[config.mk]
export PLATFORM = sky130hd
export DESIGN_NAME = task_fifo_with_cancel_by_id_unit
export DESIGN_NICKNAME = d
export VERILOG_FILES = /design/src/hdl/tfc_pkg.sv /design/src/hdl/task_fifo_with_cancel_by_id_unit.sv /design/src/hdl/tfc_cell.sv
export SDC_FILE = /design/constraint.sdc
export NUM_CORES = 2
export LEC_CHECK = 0
export BUFFER_PORTS_ARGS = -buffer_cell sky130_fd_sc_hd__buf_2
export CORE_ASPECT_RATIO = 2
export CORE_UTILIZATION = 40
export CTS_CLUSTER_DIAMETER = 100
export DETAILED_ROUTE_END_ITERATION = 7
export RECOVER_POWER = 100
export SLEW_MARGIN = 5
export SYNTH_ARGS = -nofsm -noshare
export SYNTH_HDL_FRONTEND = slang
export SYNTH_SLANG_ARGS = --single-unit
[constraint.sdc]
create_clock -name clk -period 8.2 [get_ports clk]
set_input_delay 0.82 -clock clk [delete_from_list [all_inputs] [get_ports clk]]
set_output_delay 0.82 -clock clk [all_outputs]
set_load 0.02 [all_outputs]
[src/hdl/tfc_pkg.sv]
`timescale 1ns / 1ps
package tfc_pkg;

  // Operation codes carried on the mode port
  typedef enum logic [1:0] {
    MODE_ENQ = 2'd0,
    MODE_DEQ = 2'd1,
    MODE_REM = 2'd2,
    MODE_CLR = 2'd3
  } mode_t;

  // Result status codes
  typedef enum logic [1:0] {
    ST_OK       = 2'd0,
    ST_INVALID  = 2'd1,
    ST_NOTFOUND = 2'd2,
    ST_FULL     = 2'd3
  } status_t;

  // Per-cycle control broadcast to every cell of the chain
  typedef struct packed {
    logic load;   // write the new word into the cell at the tail
    logic deq;    // shift every cell down by one
    logic rem;    // shift the cells from the first match upwards
  } cell_ctl_t;

endpackage

[src/hdl/task_fifo_with_cancel_by_id_unit.sv]
`timescale 1ns / 1ps
// Bounded task queue, oldest first, with removal of an entry by its id.
// Command channel: drive mode, task_handle, cancel_kind and target_id and raise
// start; the word is taken at the clock edge where start is high and busy low.
// Modes: enqueue (returns a fresh nonzero id), dequeue (returns the oldest
// entry), remove by id (returns the oldest entry with that id, order of the
// rest kept), clear (empties the queue, the id counter is kept).
// Result channel: done is high for exactly one cycle, the cycle after the
// command is taken, with status, task_id, handle_out, kind_out and entries.
// A new command may follow in every cycle while busy is low: the
// entries sit in a chain of DEPTH cells that compare every id at once and
// collapse the gap in the same cycle, with the match ripple along the chain
// setting the cycle time.
// The receiver cannot hold results off; each result must be taken as shown.
// Reset (rst, synchronous) empties the queue and sets the id counter to zero;
// busy is high while rst is held, and no result is produced for that time.
module task_fifo_with_cancel_by_id_unit #(
  parameter int DEPTH        = 16,
  parameter int ID_WIDTH     = 16,
  parameter int HANDLE_WIDTH = 32
) (
  input  logic                           clk,
  input  logic                           rst,
  input  logic                           start,
  output logic                           busy,
  input  logic [1:0]                     mode,
  input  logic [HANDLE_WIDTH-1:0]        task_handle,
  input  logic [1:0]                     cancel_kind,
  input  logic [ID_WIDTH-1:0]            target_id,
  output logic                           done,
  output logic [1:0]                     status,
  output logic [ID_WIDTH-1:0]            task_id,
  output logic [HANDLE_WIDTH-1:0]        handle_out,
  output logic [1:0]                     kind_out,
  output logic [$clog2(DEPTH+1)-1:0]     entries
);
  import tfc_pkg::*;

  localparam int OCC_W = $clog2(DEPTH + 1);

  mode_t                   op;
  logic                    accept;
  logic [OCC_W-1:0]        occupancy;
  logic [OCC_W-1:0]        occupancy_next;
  logic [ID_WIDTH-1:0]     last_id;
  logic [ID_WIDTH-1:0]     last_id_next;
  logic [ID_WIDTH-1:0]     id_sum;
  logic [ID_WIDTH-1:0]     id_inc;
  cell_ctl_t               ctl;
  cell_ctl_t               ctl_gated;
  status_t                 status_next;
  logic [ID_WIDTH-1:0]     task_id_next;
  logic [HANDLE_WIDTH-1:0] handle_out_next;
  logic [1:0]              kind_out_next;

  // Chain links, one more than cells so the ends can be tied off
  logic [HANDLE_WIDTH-1:0] c_handle      [DEPTH+1];
  logic [ID_WIDTH-1:0]     c_id          [DEPTH+1];
  logic [1:0]              c_kind        [DEPTH+1];
  logic                    c_found       [DEPTH+1];
  logic [HANDLE_WIDTH-1:0] c_pick_handle [DEPTH+1];
  logic [ID_WIDTH-1:0]     c_pick_id     [DEPTH+1];
  logic [1:0]              c_pick_kind   [DEPTH+1];

  assign op     = mode_t'(mode);
  assign busy   = rst;
  assign accept = start && !busy;

  // Next id: wrap and skip zero
  assign id_sum = last_id + ID_WIDTH'(1);
  assign id_inc = (id_sum == '0) ? ID_WIDTH'(1) : id_sum;

  // Tie off the ends of the chain
  assign c_handle[DEPTH]  = '0;
  assign c_id[DEPTH]      = '0;
  assign c_kind[DEPTH]    = 2'b00;
  assign c_found[0]       = 1'b0;
  assign c_pick_handle[0] = '0;
  assign c_pick_id[0]     = '0;
  assign c_pick_kind[0]   = 2'b00;

  assign ctl_gated = accept ? ctl : '0;

  // Row of slot cells, oldest at index zero
  for (genvar i = 0; i < DEPTH; i++) begin : g_cell
    logic occupied;
    logic at_tail;

    assign occupied = OCC_W'(i) < occupancy;
    assign at_tail  = OCC_W'(i) == occupancy;

    tfc_cell #(
      .ID_WIDTH     (ID_WIDTH),
      .HANDLE_WIDTH (HANDLE_WIDTH)
    ) u_cell (
      .clk             (clk),
      .ctl             (ctl_gated),
      .occupied        (occupied),
      .at_tail         (at_tail),
      .target          (target_id),
      .new_handle      (task_handle),
      .new_id          (id_inc),
      .new_kind        (cancel_kind),
      .up_handle       (c_handle[i+1]),
      .up_id           (c_id[i+1]),
      .up_kind         (c_kind[i+1]),
      .found_in        (c_found[i]),
      .pick_handle_in  (c_pick_handle[i]),
      .pick_id_in      (c_pick_id[i]),
      .pick_kind_in    (c_pick_kind[i]),
      .handle          (c_handle[i]),
      .id              (c_id[i]),
      .kind            (c_kind[i]),
      .found_out       (c_found[i+1]),
      .pick_handle_out (c_pick_handle[i+1]),
      .pick_id_out     (c_pick_id[i+1]),
      .pick_kind_out   (c_pick_kind[i+1])
    );
  end

  // Decode the command into cell control, counters and the result word
  always_comb begin
    ctl             = '0;
    status_next     = ST_OK;
    task_id_next    = '0;
    handle_out_next = '0;
    kind_out_next   = 2'b00;
    occupancy_next  = occupancy;
    last_id_next    = last_id;
    case (op)
      MODE_ENQ: begin
        if (task_handle == '0) begin
          status_next = ST_INVALID;
        end else if (occupancy == OCC_W'(DEPTH)) begin
          status_next = ST_FULL;
        end else begin
          ctl.load       = 1'b1;
          last_id_next   = id_inc;
          task_id_next   = id_inc;
          occupancy_next = occupancy + OCC_W'(1);
        end
      end
      MODE_DEQ: begin
        if (occupancy == '0) begin
          status_next = ST_NOTFOUND;
        end else begin
          ctl.deq         = 1'b1;
          task_id_next    = c_id[0];
          handle_out_next = c_handle[0];
          kind_out_next   = c_kind[0];
          occupancy_next  = occupancy - OCC_W'(1);
        end
      end
      MODE_REM: begin
        if (target_id == '0) begin
          status_next = ST_INVALID;
        end else if (!c_found[DEPTH]) begin
          status_next = ST_NOTFOUND;
        end else begin
          ctl.rem         = 1'b1;
          task_id_next    = c_pick_id[DEPTH];
          handle_out_next = c_pick_handle[DEPTH];
          kind_out_next   = c_pick_kind[DEPTH];
          occupancy_next  = occupancy - OCC_W'(1);
        end
      end
      MODE_CLR: begin
        occupancy_next = '0;
      end
      default: begin
        status_next = ST_OK;
      end
    endcase
  end

  // Hold the fill count and id counter
  always_ff @(posedge clk) begin
    if (rst) begin
      occupancy <= '0;
      last_id   <= '0;
      done      <= 1'b0;
    end else begin
      done <= accept;
      if (accept) begin
        occupancy <= occupancy_next;
        last_id   <= last_id_next;
      end
    end
  end

  // Register the result word
  always_ff @(posedge clk) begin
    if (accept) begin
      status     <= status_next;
      task_id    <= task_id_next;
      handle_out <= handle_out_next;
      kind_out   <= kind_out_next;
      entries    <= occupancy_next;
    end
  end

endmodule

[src/hdl/tfc_cell.sv]
`timescale 1ns / 1ps
module tfc_cell #(
  parameter int ID_WIDTH     = 16,
  parameter int HANDLE_WIDTH = 32
) (
  input  logic                    clk,
  input  tfc_pkg::cell_ctl_t      ctl,
  input  logic                    occupied,
  input  logic                    at_tail,
  input  logic [ID_WIDTH-1:0]     target,
  input  logic [HANDLE_WIDTH-1:0] new_handle,
  input  logic [ID_WIDTH-1:0]     new_id,
  input  logic [1:0]              new_kind,
  input  logic [HANDLE_WIDTH-1:0] up_handle,
  input  logic [ID_WIDTH-1:0]     up_id,
  input  logic [1:0]              up_kind,
  input  logic                    found_in,
  input  logic [HANDLE_WIDTH-1:0] pick_handle_in,
  input  logic [ID_WIDTH-1:0]     pick_id_in,
  input  logic [1:0]              pick_kind_in,
  output logic [HANDLE_WIDTH-1:0] handle,
  output logic [ID_WIDTH-1:0]     id,
  output logic [1:0]              kind,
  output logic                    found_out,
  output logic [HANDLE_WIDTH-1:0] pick_handle_out,
  output logic [ID_WIDTH-1:0]     pick_id_out,
  output logic [1:0]              pick_kind_out
);
  import tfc_pkg::*;

  logic hit;
  logic first;
  logic shift;

  // Match the target against this slot and extend the found chain
  assign hit       = occupied && (id == target);
  assign first     = hit && !found_in;
  assign found_out = found_in || hit;
  assign shift     = ctl.deq || (ctl.rem && found_out);

  // Pass the first matching word towards the end of the chain
  assign pick_handle_out = pick_handle_in | (first ? handle : '0);
  assign pick_id_out     = pick_id_in     | (first ? id     : '0);
  assign pick_kind_out   = pick_kind_in   | (first ? kind   : 2'b00);

  // Load at the tail, or take the younger neighbour's word on a shift
  always_ff @(posedge clk) begin
    if (ctl.load && at_tail) begin
      handle <= new_handle;
      id     <= new_id;
      kind   <= new_kind;
    end else if (shift) begin
      handle <= up_handle;
      id     <= up_id;
      kind   <= up_kind;
    end
  end

endmodule
# After elaboration in Yosys (flattened, before gate mapping)
# Cells that the tools add are included.
# W data, S select, Z words.
word_totals:
  regBits: 879
  output_inout_bits: 59
  elab_cells: 470
classes:
  n_addsub: 3
  magnitude_cmp: 16
  eq_ne: 35
  muxes: 180
  bitwise: 47
  n_reduce_logical: 133
op_table:
  columns: ["cell", "n"]
  rows:
  - ["$mux W32", 51]
  - ["$mux W16", 54]
  - ["$or A32 B32 Y32", 15]
  - ["$eq A16 B16 Y1", 16]
  - ["$or A16 B16 Y16", 15]
  - ["$mux W2", 56]
  - ["$logic_and A1 B1 Y1", 64]
  - ["$pmux W32 S2", 1]
  - ["$pmux W16 S3", 1]
  - ["$eq A4 B5 Y1 const A", 8]
  - ["$lt A4 B5 Y1 const A", 8]
  - ["$logic_not A16 Y1", 2]
  - ["$logic_not A32 Y1", 1]
  - ["$reduce_bool A2 Y1", 16]
  - ["$logic_or A1 B1 Y1", 31]
  - ["$or A2 B2 Y2", 15]
  - ["$mux W5", 5]
  - ["$eq A3 B5 Y1 const A", 4]
  - ["$lt A3 B5 Y1 const A", 4]
  - ["$pmux W5 S4", 1]
  - ["$add A16 B1 Y16 const B", 1]
  - ["$logic_not A1 Y1", 16]
  - ["$eq A2 B5 Y1 const A", 2]
  - ["$lt A1 B5 Y1 const A", 2]
  - ["15 further kinds", 25]

# Longest topological paths before layout
depth:
  ltp_word: 25
  mapped_depth: 15
  depth_no_buf: 11

# Modules after synthesis
# Synthesis repeated with hierarchy kept, for this count alone.
unflattened:
  cells_unflattened: 3646
  area_unflattened_um2: 52161.3
by_module_without_submodules:
  columns: ["module", "instances", "cells_each", "area_each_um2", "seq_area_each_um2"]
  rows:
  - ["tfc_cell", 16, 198, 2972.9, 1501.4]
  - ["task_fifo_with_cancel_by_id_unit", 1, 478, 4595.7, 2152.1]

# Worst setup path before layout
# OpenSTA, ideal clock, no wires.
synth_timing:
  path_kind: "input port to flip-flop"
  start: "input port rst"
  end: "register g_cell[14].u_cell.handle[0], enable pin"
  setup_ns: 0.488
  arrival_time_ns: 6.450
  path_slack_ns: 1.263
  path_stages: 10
  path_buffers: 4
  path_cell_list: "nand2b_1 clkbuf_1 inv_1 nand4_1 nor2_1 clkbuf_1 nand2_1 clkbuf_1 clkbuf_1 a31oi_1"
synth_via:
  elab_chain_len: 6
  elab_cells_between_ends: 7
  classes_between: "mux: 1; reduce/logical: 6"
synth_lines:
  columns: ["item", "line_no", "source"]
  rows:
  - ["start, declared", "task_fifo_with_cancel_by_id_unit.sv:23", "input logic rst,"]
  - ["$logic_not A1 Y1 (*)", "task_fifo_with_cancel_by_id_unit.sv:67", "assign accept = start && !busy;"]
  - ["$logic_and A1 B1 Y1 (*)", "task_fifo_with_cancel_by_id_unit.sv:67", null]
  - ["via accept", "task_fifo_with_cancel_by_id_unit.sv:42", "logic accept;"]
  - ["$mux W3 (*)", "task_fifo_with_cancel_by_id_unit.sv:82", "assign ctl_gated = accept ? ctl : '0;"]
  - ["$logic_and A1 B1 Y1", "tfc_cell.sv:39", "assign shift = ctl.deq || (ctl.rem && found_out);"]
  - ["$logic_or A1 B1 Y1", "tfc_cell.sv:39", null]
  - ["$reduce_bool A2 Y1 (no line) (*)", null, null]
  - ["end signal, assigned", "tfc_cell.sv:49", "handle <= new_handle;"]
  - ["end signal, assigned", "tfc_cell.sv:53", "handle <= up_handle;"]
  - ["end, declared", "tfc_cell.sv:21", "output logic [HANDLE_WIDTH-1:0] handle,"]
# Mark *: on every way through the listed nets, which the timed path passes. The rest lies on a longest branch.
# A chain may end at the register's enable or synchronous reset.

# Worst setup path after layout
layout_timing:
  start: "register occupancy[1]"
  end: "register g_cell[12].u_cell.handle[8], enable pin"
layout_via:
  elab_chain_len: 24
  elab_cells_between_ends: 63
  classes_between: "order compare: 16; eq/ne: 2; mux: 9; reduce/logical: 36"
layout_lines:
  columns: ["item", "line_no", "source"]
  rows:
  - ["start, declared", "task_fifo_with_cancel_by_id_unit.sv:43", "logic [OCC_W-1:0] occupancy;"]
  - ["start signal, assigned", "task_fifo_with_cancel_by_id_unit.sv:185", "occupancy <= occupancy_next;"]
  - ["$lt A1 B5 Y1", "task_fifo_with_cancel_by_id_unit.sv:89", "assign occupied = OCC_W'(i) < occupancy;"]
  - ["$logic_and A1 B1 Y1", "tfc_cell.sv:36", "assign hit = occupied && (id == target);"]
  - ["$logic_or A1 B1 Y1 (15 in a row)", "tfc_cell.sv:38", "assign found_out = found_in || hit;"]
  - ["$mux W1", "task_fifo_with_cancel_by_id_unit.sv:157", "end else if (!c_found[DEPTH]) begin"]
  - ["$mux W1", "task_fifo_with_cancel_by_id_unit.sv:155", "if (target_id == '0) begin"]
  - ["$mux W1", "task_fifo_with_cancel_by_id_unit.sv:130", "case (op)"]
  - ["$mux W3", "task_fifo_with_cancel_by_id_unit.sv:82", null]
  - ["$logic_and A1 B1 Y1", "tfc_cell.sv:39", null]
  - ["$logic_or A1 B1 Y1", "tfc_cell.sv:39", null]
  - ["$reduce_bool A2 Y1 (no line) (*)", null, null]
  - ["end signal, assigned", "tfc_cell.sv:49", null]
  - ["end signal, assigned", "tfc_cell.sv:53", null]
  - ["end, declared", "tfc_cell.sv:21", null]
# Every way passes the cells marked *; elsewhere a longest branch is shown, timed or not.

==> results.sh <==
export IMPL_status="finished, violations left"
export IMPL_violations="capacitance limit, slew limit"
export IMPL_synth_nets=3909
export IMPL_holdBufCountCts=0
export IMPL_wl_mm=213
export IMPL_hp_class="reg2reg"
export IMPL_fin_crit_sh_pct=86.8
export IMPL_drcViolationCount=0
export IMPL_crit_fanout=50
export IMPL_initial_utilization_pct=40.4
export IMPL_crit_cells=10
export IMPL_clkLatencyLatePin_ns=0.75
export IMPL_die_h_um=487
export IMPL_grt_pass1_vias=36400
export IMPL_crit_top_cell="nand2_1"
export IMPL_busiest_layer="met2"
export IMPL_max_freq_ghz=0.141
export IMPL_ys_warn_count=0
export IMPL_slew_headroom_pct=-199
export IMPL_drive_gt1_share_pct=22.5
export IMPL_start_kind="flop"
export IMPL_track_usage_pct=35.7
export IMPL_htreeDepth=3
export IMPL_final_min_clock_period_ns=7.11
export IMPL_p_per_area_nw_per_um2=185
export IMPL_ys_seq_elements=879
export IMPL_met3_usage_pct=7.58
export IMPL_cp_arrival_ns=7.46
export IMPL_min_delay_path_depth=2
export IMPL_grt_use_met1_pct=36.1
export IMPL_postSynthCellCount=3844
export IMPL_grt_pass1_wl_mm=293
export IMPL_hold_viol=0
export IMPL_core_area_sq_um=116000
export IMPL_cts_root_buf="clkbuf_16"
export IMPL_synth_main_ff_cell="edfxtp_1"
export IMPL_max_cap_violations=30
export IMPL_cts_tree="yes"
export IMPL_wl_per_cell_um=39.4
export IMPL_worstSetupPathType="reg2reg"
export IMPL_hold_ws_ns=0.498
export IMPL_ys_seq_area_share_pct=55.7
export IMPL_cts_setup_buffers=0
export IMPL_tightest_slew_ns=4.49
export IMPL_drt_iter0_drc=4142
export IMPL_num_vias=36300
export IMPL_pre_cts_ws_ns=1.96
export IMPL_clk_pin_slew_ns=0.07
export IMPL_synth_edff_count=857
export IMPL_grt_overflow=0
export IMPL_numPortBuffers=113
export IMPL_ir_worst_vdd_v=0.000172
export IMPL_layout_setup_ws_ns=1.09
export IMPL_nets=3873
export IMPL_syn_area_per_cell_sq_um=12.2
export IMPL_critPathBufInv=2
export IMPL_slew_violations=1049
export IMPL_cts_buffer_depth=3
export IMPL_ys_types=79
export IMPL_grt_max_degree=54
export IMPL_gp_congestion=1.08
export IMPL_fin_setup_tns_ns=0
export IMPL_dpl_cell_count=5243
export IMPL_worstPathRequired_ns=8.55
export IMPL_viasPerCell=6.72
export IMPL_dieArea_sq_um=119000
export IMPL_crit_chain="inv_1 -> ha_1 -> nand2_1 -> nor3_1 -> nor2_1 -> nand4_1 -> nor2_4 -> nand2_1 -> a31oi_4 -> buf_12"
export IMPL_ios=114
export IMPL_cts_made_buffers=83
export IMPL_syn_area_sq_um=47000
export IMPL_critPathSlowestCell="nand2_1"
export IMPL_final_antenna_net_count=0
export IMPL_setup_worst_path_end_class="flop"
export IMPL_reg2regPathDepth=10
export IMPL_clock_skew_ns=0.0453
export IMPL_gr_usage_met2_pct=60.6
export IMPL_max_stage_delay_ns=1.85
export IMPL_antenna_found_initial=15
export IMPL_cts_sinks=879
export IMPL_firstDrtPassIters=6
export IMPL_async_flop_share_pct=0
export IMPL_instances_no_fill=5403
export IMPL_rsz0062_at_grt="false"
export IMPL_leakage_uw=0.0169
export IMPL_crit_family="simple AND/OR/NAND/NOR gates"
export IMPL_rows=177
export IMPL_setup_violations=0
export IMPL_die_w_um=244
export IMPL_syn_to_final_growth_pct=9.80
export IMPL_ctsResizeCount=0
export IMPL_dp_hpwl_mm=140
## synthesized netlist by cell type, drive strengths merged, types with 6 or more instances
library cell	n	area share, %
a211oi	13	0.21
a21oi	201	2.1
a221o	19	0.40
a221oi	144	2.8
a22o	91	1.7
a22oi	101	1.6
a31oi	6	0.080
and2	11	0.15
and3	88	1.2
and4	9	0.17
buf	98	1.2
clkbuf	240	1.9
dfxtp	22	0.94
edfxtp	857	55
ha	10	0.27
inv	50	0.40
mux2	525	13
nand2	191	1.5
nand2b	9	0.12
nand3	78	0.83
nand3b	15	0.24
nand4	67	0.92
nand4b	7	0.16
nor2	213	1.7
nor3	70	0.78
nor4	91	1.3
nor4b	19	0.41
o211ai	7	0.11
o21ai	188	2.0
or2	10	0.13
or3	12	0.16
or3b	35	0.65
or4	9	0.14
xnor2	57	1.1
xor2	219	4.1
## layout make-up
class                           instances  area, sq um
Antenna cell                            9         22.5
Clock inverter                         53          432
Inverter                               50          190
Tap cell                             1521         1900
Timing Repair Buffer                  217         1270
Sequential cell                       879        26200
Multi-Input combinational cell       2577        19400
Clock buffer                           97         2130
Fill cell                           10900        64700
## layout by cell type (no fill, tap or decap), types with 18 or more instances in the layout
cell / synthesis / layout
a21oi_1: 201 / 200
nand4_1: 65 / 66
o21ai_0: 183 / 184
clkbuf_1: 240 / 92
buf_2: 58 / 53
nand2_1: 191 / 187
xor2_1: 219 / 217
dfxtp_1: 22 / 22
nor3_1: 67 / 65
xnor2_1: 57 / 56
a22oi_1: 101 / 101
and3_1: 88 / 87
a221oi_1: 134 / 134
clkbuf_16: 0 / 83
a22o_1: 91 / 91
a221o_1: 19 / 19
nor4_1: 88 / 86
clkinv_2: 0 / 18
nor2_1: 211 / 210
or3b_2: 20 / 20
nand3_1: 78 / 77
mux2_2: 525 / 523
buf_4: 16 / 67
clkinv_1: 0 / 19
inv_1: 50 / 49
edfxtp_1: 857 / 857
## worst register-to-register path, delay by kind of cell, from the launching register on
family                   cells  cell delay (ns)
adder cells (fa/ha/maj)      1             0.40
flip-flops                   1             0.86
AO/OA/AOI/OAI                1             0.77
AND/OR/NAND/NOR              6             3.83
buffers and inverters        2             0.78
## where the power goes
part | internal, uW | switching (uW) | total (uW)
clock network | 2010 | 1890 | 3890
registers | 4960 | 59.8 | 5010
logic | 148 | 470 | 618
## layer usage
metal,routed length (um),vias to the layer above
li1,-,14800
met1,67200,18200
met2,105000,2350
met3,16600,948
met4,24100,10
met5,57,-
## flip-flops by register name (all words and copies together) (netlist names)
| name | flops |
|---|---|
| g_cell.u_cell.handle | 512 |
| g_cell.u_cell.id | 256 |
| g_cell.u_cell.kind | 32 |
| handle_out | 32 |
| last_id | 16 |
| task_id | 16 |
| entries | 5 |
| occupancy | 5 |
| kind_out | 2 |
| status | 2 |
| done | 1 |
## through the flow
stage | util [%] | total power, uW | instance area [sq um]
after floorplan | - | 5400 | 47000
after global placement | 42.4 | 5700 | 49300
final | 44.4 | 9530 | 51600
after CTS | 44.6 | 9530 | 51900
after detailed placement | 42.4 | 5700 | 49300
after global routing | 44.3 | 9710 | 51500
## final timing paths
kind,start,end,slack [ns]
max,occupancy[1],g_cell[12].u_cell.handle[8],1.09
min,last_id[1],last_id[1],0.50
max reg2reg,occupancy[1],g_cell[12].u_cell.handle[8],1.09
min reg2reg,last_id[1],last_id[1],0.50
## kinds of logic after synthesis
kind of cell | after synthesis | share of synthesized area (%)
adders and majority gates | 10 | 0.266
DFF | 879 | 55.7
AOI/OAI and AO/OA | 821 | 12.0
xor gates and xnor gates | 276 | 5.15
and+or+nand+nor | 944 | 10.7
buffers and inverters | 388 | 3.50
muxes | 526 | 12.6
Power figures use the tool's default switching activity.
